**src/rtl/lgc_pkg.sv**
```systemverilog
`timescale 1ns / 1ps
// ----------------------------------------------------------------------------
// LED drive gain control package
// Shared types, register indices and reset values for the gain control block.
// ----------------------------------------------------------------------------
package lgc_pkg;

    localparam int CFG_IDX_W  = 3;
    localparam int CFG_DATA_W = 18;
    localparam int TARGET_W   = 18;
    localparam int LEVEL_W    = 8;
    localparam int STEP_W     = 7;
    localparam int INTERVAL_W = 16;
    localparam int SETTLE_W   = 8;
    localparam int TIME_W     = 32;

    localparam logic [CFG_IDX_W-1:0] REG_LOW_THRESH     = 3'd0;
    localparam logic [CFG_IDX_W-1:0] REG_HIGH_THRESH    = 3'd1;
    localparam logic [CFG_IDX_W-1:0] REG_LED_MIN        = 3'd2;
    localparam logic [CFG_IDX_W-1:0] REG_INITIAL_LEVEL  = 3'd3;
    localparam logic [CFG_IDX_W-1:0] REG_STEP_UP        = 3'd4;
    localparam logic [CFG_IDX_W-1:0] REG_STEP_DOWN      = 3'd5;
    localparam logic [CFG_IDX_W-1:0] REG_INTERVAL_MS    = 3'd6;
    localparam logic [CFG_IDX_W-1:0] REG_SETTLE_SAMPLES = 3'd7;

    localparam logic [TARGET_W-1:0]   RST_LOW_THRESH     = 18'd15000;
    localparam logic [TARGET_W-1:0]   RST_HIGH_THRESH    = 18'd50000;
    localparam logic [LEVEL_W-1:0]    RST_LED_MIN        = 8'h3F;
    localparam logic [LEVEL_W-1:0]    RST_INITIAL_LEVEL  = 8'h7F;
    localparam logic [STEP_W-1:0]     RST_STEP_UP        = 7'h08;
    localparam logic [STEP_W-1:0]     RST_STEP_DOWN      = 7'h04;
    localparam logic [INTERVAL_W-1:0] RST_INTERVAL_MS    = 16'd500;
    localparam logic [SETTLE_W-1:0]   RST_SETTLE_SAMPLES = 8'd20;

    localparam logic [LEVEL_W-1:0] LEVEL_MAX = 8'hFF;

    typedef struct packed {
        logic [TARGET_W-1:0]   low_thresh;
        logic [TARGET_W-1:0]   high_thresh;
        logic [LEVEL_W-1:0]    led_min;
        logic [LEVEL_W-1:0]    initial_level;
        logic [STEP_W-1:0]     step_up;
        logic [STEP_W-1:0]     step_down;
        logic [INTERVAL_W-1:0] interval_ms;
        logic [SETTLE_W-1:0]   settle_samples;
    } cfg_t;

    typedef struct packed {
        logic                  valid;
        logic [CFG_IDX_W-1:0]  index;
        logic [CFG_DATA_W-1:0] data;
    } cfg_wr_t;

    typedef struct packed {
        logic [LEVEL_W-1:0] led_level;
        logic               skip_sample;
        logic               led_write;
    } res_t;

endpackage

```
**src/rtl/lgc_cfg.sv**
```systemverilog
`timescale 1ns / 1ps
// ----------------------------------------------------------------------------
// LED gain control configuration registers
// Holds the eight control registers written through the configuration port.
// ----------------------------------------------------------------------------
module lgc_cfg (
    input  logic            aclk,
    input  logic            aresetn,
    input  lgc_pkg::cfg_wr_t cfg_wr,
    output lgc_pkg::cfg_t    cfg
);

    lgc_pkg::cfg_t cfg_reg;
    lgc_pkg::cfg_t cfg_next;

    always_comb begin
        cfg_next = cfg_reg;
        if (cfg_wr.valid) begin
            case (cfg_wr.index)
                lgc_pkg::REG_LOW_THRESH: begin
                    cfg_next.low_thresh = cfg_wr.data[lgc_pkg::TARGET_W-1:0];
                end
                lgc_pkg::REG_HIGH_THRESH: begin
                    cfg_next.high_thresh = cfg_wr.data[lgc_pkg::TARGET_W-1:0];
                end
                lgc_pkg::REG_LED_MIN: begin
                    cfg_next.led_min = cfg_wr.data[lgc_pkg::LEVEL_W-1:0];
                end
                lgc_pkg::REG_INITIAL_LEVEL: begin
                    cfg_next.initial_level = cfg_wr.data[lgc_pkg::LEVEL_W-1:0];
                end
                lgc_pkg::REG_STEP_UP: begin
                    cfg_next.step_up = cfg_wr.data[lgc_pkg::STEP_W-1:0];
                end
                lgc_pkg::REG_STEP_DOWN: begin
                    cfg_next.step_down = cfg_wr.data[lgc_pkg::STEP_W-1:0];
                end
                lgc_pkg::REG_INTERVAL_MS: begin
                    cfg_next.interval_ms = cfg_wr.data[lgc_pkg::INTERVAL_W-1:0];
                end
                lgc_pkg::REG_SETTLE_SAMPLES: begin
                    cfg_next.settle_samples = cfg_wr.data[lgc_pkg::SETTLE_W-1:0];
                end
                default: begin
                    cfg_next = cfg_reg;
                end
            endcase
        end
    end

    always_ff @(posedge aclk) begin
        if (!aresetn) begin
            cfg_reg.low_thresh     <= lgc_pkg::RST_LOW_THRESH;
            cfg_reg.high_thresh    <= lgc_pkg::RST_HIGH_THRESH;
            cfg_reg.led_min        <= lgc_pkg::RST_LED_MIN;
            cfg_reg.initial_level  <= lgc_pkg::RST_INITIAL_LEVEL;
            cfg_reg.step_up        <= lgc_pkg::RST_STEP_UP;
            cfg_reg.step_down      <= lgc_pkg::RST_STEP_DOWN;
            cfg_reg.interval_ms    <= lgc_pkg::RST_INTERVAL_MS;
            cfg_reg.settle_samples <= lgc_pkg::RST_SETTLE_SAMPLES;
        end else begin
            cfg_reg <= cfg_next;
        end
    end

    assign cfg = cfg_reg;

endmodule

```
**src/rtl/lgc_ctrl.sv**
```systemverilog
`timescale 1ns / 1ps
// ----------------------------------------------------------------------------
// LED gain control state and decision logic
// Keeps the accumulator, settle counter and drive level, and computes the
// result of one request. Threshold products track the sample count so the
// average compare needs only adds and compares.
// ----------------------------------------------------------------------------
module lgc_ctrl #(
    parameter int DC_BITS     = 18,
    parameter int MAX_SAMPLES = 1023
) (
    input  logic                              aclk,
    input  logic                              aresetn,
    input  lgc_pkg::cfg_t                     cfg,
    input  lgc_pkg::cfg_wr_t                  cfg_wr,
    input  logic                              fire,
    input  logic [DC_BITS-1:0]                dc_level,
    input  logic [lgc_pkg::TIME_W-1:0]        now_ms,
    input  logic                              finger_on,
    input  logic                              activate,
    output lgc_pkg::res_t                     res
);

    localparam int CNT_W  = $clog2(MAX_SAMPLES + 1);
    localparam int SUM_W  = DC_BITS + CNT_W;
    localparam int PROD_W = lgc_pkg::TARGET_W + CNT_W;
    localparam int CMP_W  = ((SUM_W > PROD_W) ? SUM_W : PROD_W) + 3;
    localparam logic [CNT_W-1:0] MAX_CNT = CNT_W'(MAX_SAMPLES);
    localparam int LW = lgc_pkg::LEVEL_W;

    logic [LW-1:0]                 level_reg,  level_next;
    logic [SUM_W-1:0]              sum_reg,    sum_next;
    logic [CNT_W-1:0]              cnt_reg,    cnt_next;
    logic [PROD_W-1:0]             low_n_reg,  low_n_next;
    logic [PROD_W-1:0]             high_n_reg, high_n_next;
    logic [lgc_pkg::TIME_W-1:0]    last_reg,   last_next;
    logic [lgc_pkg::SETTLE_W-1:0]  settle_reg, settle_next;
    logic                          en_reg,     en_next;

    logic                          can_add;
    logic [SUM_W-1:0]              sum_acc;
    logic [CNT_W-1:0]              cnt_acc;
    logic [PROD_W-1:0]             low_acc;
    logic [PROD_W-1:0]             high_acc;
    logic [lgc_pkg::TIME_W-1:0]    elapsed;
    logic                          due;
    logic [CMP_W-1:0]              s_ext, l_ext, h_ext;
    logic                          below, far_below, above, far_above;
    logic [LW-1:0]                 up_step, dn_step;
    logic [LW:0]                   up_sum, dn_floor;
    logic [LW-1:0]                 up_level, dn_level, new_level;
    logic                          changed;
    logic [lgc_pkg::SETTLE_W-1:0]  settle_cur;
    logic                          en_cur;
    logic                          skip, wr;

    assign can_add  = cnt_reg < MAX_CNT;
    assign sum_acc  = can_add ? sum_reg + SUM_W'(dc_level) : sum_reg;
    assign cnt_acc  = can_add ? cnt_reg + CNT_W'(1) : cnt_reg;
    assign low_acc  = can_add ? low_n_reg + PROD_W'(cfg.low_thresh) : low_n_reg;
    assign high_acc = can_add ? high_n_reg + PROD_W'(cfg.high_thresh) : high_n_reg;

    assign elapsed = now_ms - last_reg;
    assign due     = (elapsed >= lgc_pkg::TIME_W'(cfg.interval_ms)) && (cnt_acc != '0);

    assign s_ext     = CMP_W'(sum_acc);
    assign l_ext     = CMP_W'(low_acc);
    assign h_ext     = CMP_W'(high_acc);
    assign below     = s_ext < l_ext;
    assign far_below = (s_ext << 1) < l_ext;
    assign above     = s_ext > h_ext;
    assign far_above = ((s_ext << 2) + s_ext) > ((h_ext << 2) + (h_ext << 1));

    assign up_step  = far_below ? {cfg.step_up, 1'b0} : {1'b0, cfg.step_up};
    assign dn_step  = far_above ? {cfg.step_down, 1'b0} : {1'b0, cfg.step_down};
    assign up_sum   = {1'b0, level_reg} + {1'b0, up_step};
    assign up_level = up_sum[LW] ? lgc_pkg::LEVEL_MAX : up_sum[LW-1:0];
    assign dn_floor = {1'b0, dn_step} + {1'b0, cfg.led_min};
    assign dn_level = ({1'b0, level_reg} >= dn_floor) ? (level_reg - dn_step) : cfg.led_min;
    assign new_level = below ? up_level : (above ? dn_level : level_reg);
    assign changed   = new_level != level_reg;

    assign settle_cur = activate ? cfg.settle_samples : settle_reg;
    assign en_cur     = en_reg | activate;

    always_comb begin
        level_next  = level_reg;
        sum_next    = sum_reg;
        cnt_next    = cnt_reg;
        low_n_next  = low_n_reg;
        high_n_next = high_n_reg;
        last_next   = last_reg;
        settle_next = settle_reg;
        en_next     = en_reg;
        skip        = 1'b0;
        wr          = 1'b0;
        if (fire) begin
            if (!finger_on) begin
                level_next  = cfg.initial_level;
                sum_next    = '0;
                cnt_next    = '0;
                low_n_next  = '0;
                high_n_next = '0;
                last_next   = '0;
                settle_next = '0;
                en_next     = 1'b0;
                wr          = 1'b1;
            end else begin
                en_next     = en_cur;
                settle_next = settle_cur;
                if (en_cur) begin
                    if (settle_cur != '0) begin
                        settle_next = settle_cur - lgc_pkg::SETTLE_W'(1);
                        skip        = 1'b1;
                    end else if (due) begin
                        sum_next    = '0;
                        cnt_next    = '0;
                        low_n_next  = '0;
                        high_n_next = '0;
                        last_next   = now_ms;
                        if (changed) begin
                            level_next  = new_level;
                            settle_next = cfg.settle_samples;
                            skip        = 1'b1;
                            wr          = 1'b1;
                        end
                    end else begin
                        sum_next    = sum_acc;
                        cnt_next    = cnt_acc;
                        low_n_next  = low_acc;
                        high_n_next = high_acc;
                    end
                end
            end
        end
        if (cfg_wr.valid && (cfg_wr.index == lgc_pkg::REG_LOW_THRESH)) begin
            low_n_next = PROD_W'(cfg_wr.data[lgc_pkg::TARGET_W-1:0]) * PROD_W'(cnt_reg);
        end
        if (cfg_wr.valid && (cfg_wr.index == lgc_pkg::REG_HIGH_THRESH)) begin
            high_n_next = PROD_W'(cfg_wr.data[lgc_pkg::TARGET_W-1:0]) * PROD_W'(cnt_reg);
        end
    end

    always_ff @(posedge aclk) begin
        if (!aresetn) begin
            level_reg  <= lgc_pkg::RST_INITIAL_LEVEL;
            sum_reg    <= '0;
            cnt_reg    <= '0;
            low_n_reg  <= '0;
            high_n_reg <= '0;
            last_reg   <= '0;
            settle_reg <= '0;
            en_reg     <= 1'b0;
        end else begin
            level_reg  <= level_next;
            sum_reg    <= sum_next;
            cnt_reg    <= cnt_next;
            low_n_reg  <= low_n_next;
            high_n_reg <= high_n_next;
            last_reg   <= last_next;
            settle_reg <= settle_next;
            en_reg     <= en_next;
        end
    end

    assign res.led_level   = level_next;
    assign res.skip_sample = skip;
    assign res.led_write   = wr;

endmodule

```
**src/rtl/led_drive_gain_control_top.sv**
```systemverilog
`timescale 1ns / 1ps
// ----------------------------------------------------------------------------
// LED drive gain control
// Path: an accepted request is held in the input register; the state update then
//   writes its result into the result register once the output is free.
// Throughput: one request per cycle unless stalled; single-pass state update.
// Reset: synchronous, active low; clears the pipeline, the accumulator and
//   restores the control registers to their defaults. No clearing pass.
// ----------------------------------------------------------------------------
module led_drive_gain_control_top #(
    parameter int DC_BITS     = 18,
    parameter int MAX_SAMPLES = 1023
) (
    input  logic                              aclk,
    input  logic                              aresetn,
    input  logic                              s_valid,
    output logic                              s_ready,
    input  logic [DC_BITS-1:0]                s_dc_level,
    input  logic [31:0]                       s_now_ms,
    input  logic                              s_finger_on,
    input  logic                              s_activate,
    output logic                              m_valid,
    input  logic                              m_ready,
    output logic [7:0]                        m_led_level,
    output logic                              m_skip_sample,
    output logic                              m_led_write,
    input  logic                              cfg_valid,
    output logic                              cfg_ready,
    input  logic [lgc_pkg::CFG_IDX_W-1:0]     cfg_index,
    input  logic [lgc_pkg::CFG_DATA_W-1:0]    cfg_data
);

    logic                        in_vld_reg, in_vld_next;
    logic [DC_BITS-1:0]          dc_reg, dc_next;
    logic [31:0]                 now_reg, now_next;
    logic                        finger_reg, finger_next;
    logic                        act_reg, act_next;
    logic                        out_vld_reg, out_vld_next;
    lgc_pkg::res_t               res_reg, res_next;
    lgc_pkg::res_t               res;
    lgc_pkg::cfg_t               cfg;
    lgc_pkg::cfg_wr_t            cfg_wr;
    logic                        out_free;
    logic                        fire;
    logic                        take;

    assign out_free = !out_vld_reg || m_ready;
    assign fire     = in_vld_reg && out_free;
    assign s_ready  = !in_vld_reg || out_free;
    assign take     = s_valid && s_ready;

    assign cfg_ready    = 1'b1;
    assign cfg_wr.valid = cfg_valid;
    assign cfg_wr.index = cfg_index;
    assign cfg_wr.data  = cfg_data;

    lgc_cfg u_cfg (
        .aclk    (aclk),
        .aresetn (aresetn),
        .cfg_wr  (cfg_wr),
        .cfg     (cfg)
    );

    lgc_ctrl #(
        .DC_BITS     (DC_BITS),
        .MAX_SAMPLES (MAX_SAMPLES)
    ) u_ctrl (
        .aclk      (aclk),
        .aresetn   (aresetn),
        .cfg       (cfg),
        .cfg_wr    (cfg_wr),
        .fire      (fire),
        .dc_level  (dc_reg),
        .now_ms    (now_reg),
        .finger_on (finger_reg),
        .activate  (act_reg),
        .res       (res)
    );

    always_comb begin
        in_vld_next = in_vld_reg;
        dc_next     = dc_reg;
        now_next    = now_reg;
        finger_next = finger_reg;
        act_next    = act_reg;
        if (s_ready) begin
            in_vld_next = s_valid;
        end
        if (take) begin
            dc_next     = s_dc_level;
            now_next    = s_now_ms;
            finger_next = s_finger_on;
            act_next    = s_activate;
        end
    end

    always_comb begin
        out_vld_next = out_vld_reg;
        res_next     = res_reg;
        if (out_free) begin
            out_vld_next = in_vld_reg;
        end
        if (fire) begin
            res_next = res;
        end
    end

    always_ff @(posedge aclk) begin
        if (!aresetn) begin
            in_vld_reg  <= 1'b0;
            out_vld_reg <= 1'b0;
        end else begin
            in_vld_reg  <= in_vld_next;
            out_vld_reg <= out_vld_next;
        end
    end

    always_ff @(posedge aclk) begin
        dc_reg     <= dc_next;
        now_reg    <= now_next;
        finger_reg <= finger_next;
        act_reg    <= act_next;
        res_reg    <= res_next;
    end

    assign m_valid       = out_vld_reg;
    assign m_led_level   = res_reg.led_level;
    assign m_skip_sample = res_reg.skip_sample;
    assign m_led_write   = res_reg.led_write;

endmodule

```
**config.mk**
```make
export PLATFORM = sky130hd
export DESIGN_NAME = led_drive_gain_control_top
export DESIGN_NICKNAME = d
export VERILOG_FILES = /design/src/rtl/lgc_pkg.sv /design/src/rtl/lgc_cfg.sv /design/src/rtl/lgc_ctrl.sv /design/src/rtl/led_drive_gain_control_top.sv
export SDC_FILE = /design/constraint.sdc
export NUM_CORES = 2
export LEC_CHECK = 0
export ABC_AREA = 1
export BUFFER_PORTS_ARGS = -buffer_cell sky130_fd_sc_hd__clkbuf_2
export CAP_MARGIN = 10
export CORE_UTILIZATION = 42
export CTS_CLUSTER_DIAMETER = 120
export CTS_CLUSTER_SIZE = 10
export DETAILED_ROUTE_END_ITERATION = 8
export GPL_ROUTABILITY_DRIVEN = 0
export SYNTH_ARGS = -nofsm -noshare
export SYNTH_HDL_FRONTEND = slang
export SYNTH_SLANG_ARGS = --single-unit
```
**constraint.sdc**
```tcl
create_clock -name aclk -period 9.6 [get_ports aclk]
set_clock_uncertainty 0.1 [all_clocks]
set_input_delay 0.96 -clock aclk [delete_from_list [all_inputs] [get_ports aclk]]
set_output_delay 0.96 -clock aclk [all_outputs]
set_load 0.01 [all_outputs]
```
==> flow_metrics.py <==
metrics = {
    "route": {
        "first_pass_iters": 5,
        "drt_iter0_markers": 2090,
        "totalWireLength_microns": 90000,
        "post-route-drc-count": 0,
        "drtAntennaViolNets": 0,
        "wl_per_cell_microns": 16.9,
        "num_vias": 28371,
        "via_per_inst": 5.34,
    },
    "die": {
        "row_count": 98,
        "io_pins": 91,
        "die_area_sq_mm": 0.0737,
        "die_w_microns": 271,
        "initial_core_util": 0.426,
        "core_area_sq_mm": 0.0716,
        "die_h_microns": 271,
    },
    "sta": {
        "slew-limit-headroom": 0.231,
        "fin_tns_setup_ns": 0,
        "period_share": 0.944,
        "max_freq_mhz": 110,
        "hold_viol": 0,
        "slew_viol_final": 0,
        "setup_viol": 0,
        "min_period_ns": 9.06,
        "worst_pin_slew_ns": 1.15,
    },
    "layout": {
        "stdcell_area_sq_mm": 0.0342,
        "register_area_sq_mm": 0.00658,
        "synthToLayoutAreaGrowth_pct": 12.1,
        "nets": 4915,
        "multiInputGateArea_sq_mm": 0.0217,
        "drive_above_1_share": 0.126,
        "fill_cells": 7315,
        "largest_reg_flops": 90,
        "antennaDiodeCount": 0,
        "fin_util": 0.477,
    },
    "clock_network": {
        "htreeDepth": 2,
        "clkTransAtPathRegs_ns": 0.07,
        "cts_max_path_buffers": 3,
        "worstSkewPairLatency_ns": 0.58,
        "clock_sink_count": 297,
        "cts_root_buf": "clkbuf_16",
        "cts_hold_buf": 0,
        "cts_tree": "yes",
        "cts-buffers-inserted": 36,
    },
    "critical_path": {
        "crit_arrival_ns": 9.38,
        "cpMostUsedCell": "nand2_1",
        "r2r_slack_ns": 0.54,
        "criticalPathCategory": "register to register",
        "start_kind": "register",
        "cp_max_fo": 7,
        "worst_setup_path_end_kind": "register",
        "required_ns": 9.92,
        "slowest_delay_ns": 0.40,
        "cp_slowest_cell": "fa_2",
    },
    "placement": {
        "io_buffer_count": 89,
        "hpwlAfterDp_microns": 66800,
        "postPlaceCellArea_sq_mm": 0.0321,
    },
    "synth": {
        "syn_area_sq_mm": 0.0305,
        "synth_cells": 4266,
        "synth_ff_type": "dfxtp_1",
        "ys_seq_area_frac": 0.215,
        "synthTopCellsByCount": "1012 x nand2_1, 590 x inv_1, 418 x a21oi_1",
        "synth_top_family_by_area": "adder cells",
        "synth.mux.area_fraction": 0.00213,
        "ys.warnings.count": 0,
        "synth_xor_area_frac": 0.0462,
        "avgSynthCellArea_sq_um": 7.15,
        "synth_top_area_frac": 0.154,
        "yosys.area_share.adder": 0.236,
        "syn-num-nets": 4838,
        "ys_ff_latch": 297,
        "synth_compound_area_frac": 0.168,
        "synth.most_common_cell": "nand2_1",
        "synth_area_leader_cell": "dfxtp_1",
        "ys_async_sr_fraction": 0,
        "synth_edf_count": 62,
        "ys_types": 69,
        "synth.area.top_cells": "dfxtp_1 15%, ha_1 15%, nand2_1 12%",
        "yosys.area_share.simple": 0.234,
    },
    "global_routing": {
        "first_global_vias": 26600,
        "grt_max_degree": 91,
        "grt_overflow": 0,
        "grt_pass1_wl_microns": 143000,
        "grt_usage": 0.240,
        "grt_antenna_before_repair": 1,
    },
    "outcome": {
        "status": "finished, final reports clean",
    },
    "pwr": {
        "p_leak_nw": 16.9,
        "vdd_drop_max_mv": 0.119,
        "powerDensity_mw_per_mm2": 113,
    },
    "job": {
        "drv_cap": 0,
    },
    "worst_hold_path": {
        "worstHoldPathType": "register to register",
    },
}
[worst max-delay path, delay by kind of cell, from the launching register on]
family	cells	cell delay, ns
adders and majority gates	6	1.72
AOI/OAI and AO/OA	19	2.46
xor gates and xnor gates	2	0.29
DFF	1	0.34
buffers and inverters	6	0.55
and+or+nand+nor	32	3.44
[power by group]
group	internal, W	switching [W]	total [W]
registers	0.00132	0.0000356	0.00136
clock network	0.000696	0.000586	0.00128
logic	0.000472	0.000767	0.00124
total	0.00249	0.00139	0.00388
[cells in the final DEF (no fill, tap or decap), types with 15 or more instances in the layout]
| master | count |
|---|---|
| a211oi_2 | 15 |
| a21o_1 | 15 |
| a21oi_1 | 397 |
| a21oi_2 | 25 |
| buf_4 | 117 |
| clkbuf_16 | 36 |
| clkbuf_2 | 88 |
| dfxtp_1 | 226 |
| edfxtp_1 | 62 |
| fa_1 | 132 |
| ha_1 | 331 |
| ha_4 | 24 |
| inv_1 | 580 |
| inv_2 | 27 |
| nand2_1 | 986 |
| nand2_2 | 34 |
| nand3_1 | 175 |
| nand3_2 | 20 |
| nand3b_1 | 15 |
| nand4_1 | 100 |
| nor2_1 | 238 |
| nor3_1 | 23 |
| o211ai_1 | 22 |
| o21ai_0 | 191 |
| o21ai_1 | 41 |
| o21ai_2 | 20 |
| o21bai_1 | 19 |
| o41ai_1 | 22 |
| o41ai_2 | 25 |
| or2_2 | 29 |
| xnor2_1 | 62 |
| xor2_1 | 99 |
[area by class of cell]
| class | instances | share of cell area |
|---|---|---|
| Inverter | 613 | 0.0676 |
| Multi-Input combinational cell | 3186 | 0.635 |
| Sequential cell | 297 | 0.193 |
| Timing Repair Buffer | 208 | 0.0398 |
| Clock inverter | 5 | 0.00179 |
| Tap cell | 950 | 0.0348 |
| Timing Repair inverter | 1 | 0.000220 |
| Clock buffer | 50 | 0.0279 |
[layer usage]
metal / wire (microns) / GRT usage / vias up
met5: 7 / 0 / -
met1: 42700 / 0.336 / 13360
met2: 40800 / 0.390 / 662
met3: 4570 / 0.0299 / 104
met4: 1820 / 0.0568 / 2
li1: - / - / 14243
[worst paths after layout]
check                              startpoint                    to  cells after the start
worst min register to register  u_cfg.cfg[44]         u_cfg.cfg[44]                      2
worst max register to register      dc_reg[0]  u_ctrl.settle_reg[2]                     65
worst min-delay path            u_cfg.cfg[44]         u_cfg.cfg[44]                      2
worst max-delay path                dc_reg[0]  u_ctrl.settle_reg[2]                     65
[cell families after synthesis]
kind of cell | after synthesis
AOI/OAI and AO/OA | 856
DFF | 297
other | 1
buffers and inverters | 783
muxes | 6
xor gates and xnor gates | 161
and+or+nand+nor | 1668
adders and majority gates | 494
[per-stage QoR]
step | setup WS [ns] | total power [W] | instances | hold WS, ns
finish | 0.540 | 0.00388 | 5310 | 0.355
global placement | 0.0644 | 0.00249 | 5218 | 0.337
global route | -0.166 | 0.00412 | 5310 | 0.381
floorplan | 0.00735 | 0.00221 | 4266 | 0.329
CTS | 0.00993 | 0.00379 | 5275 | 0.358
detailed placement | -0.192 | 0.00250 | 5218 | 0.343
[repair_timing]
item                       CTS  global route
gates resized for setup      3           203
setup endpoints to repair   19            26
setup buffers                2            34
pin swaps                    1            76
gates cloned                 0             1
Note: power is estimated with default switching activity, not from simulation.
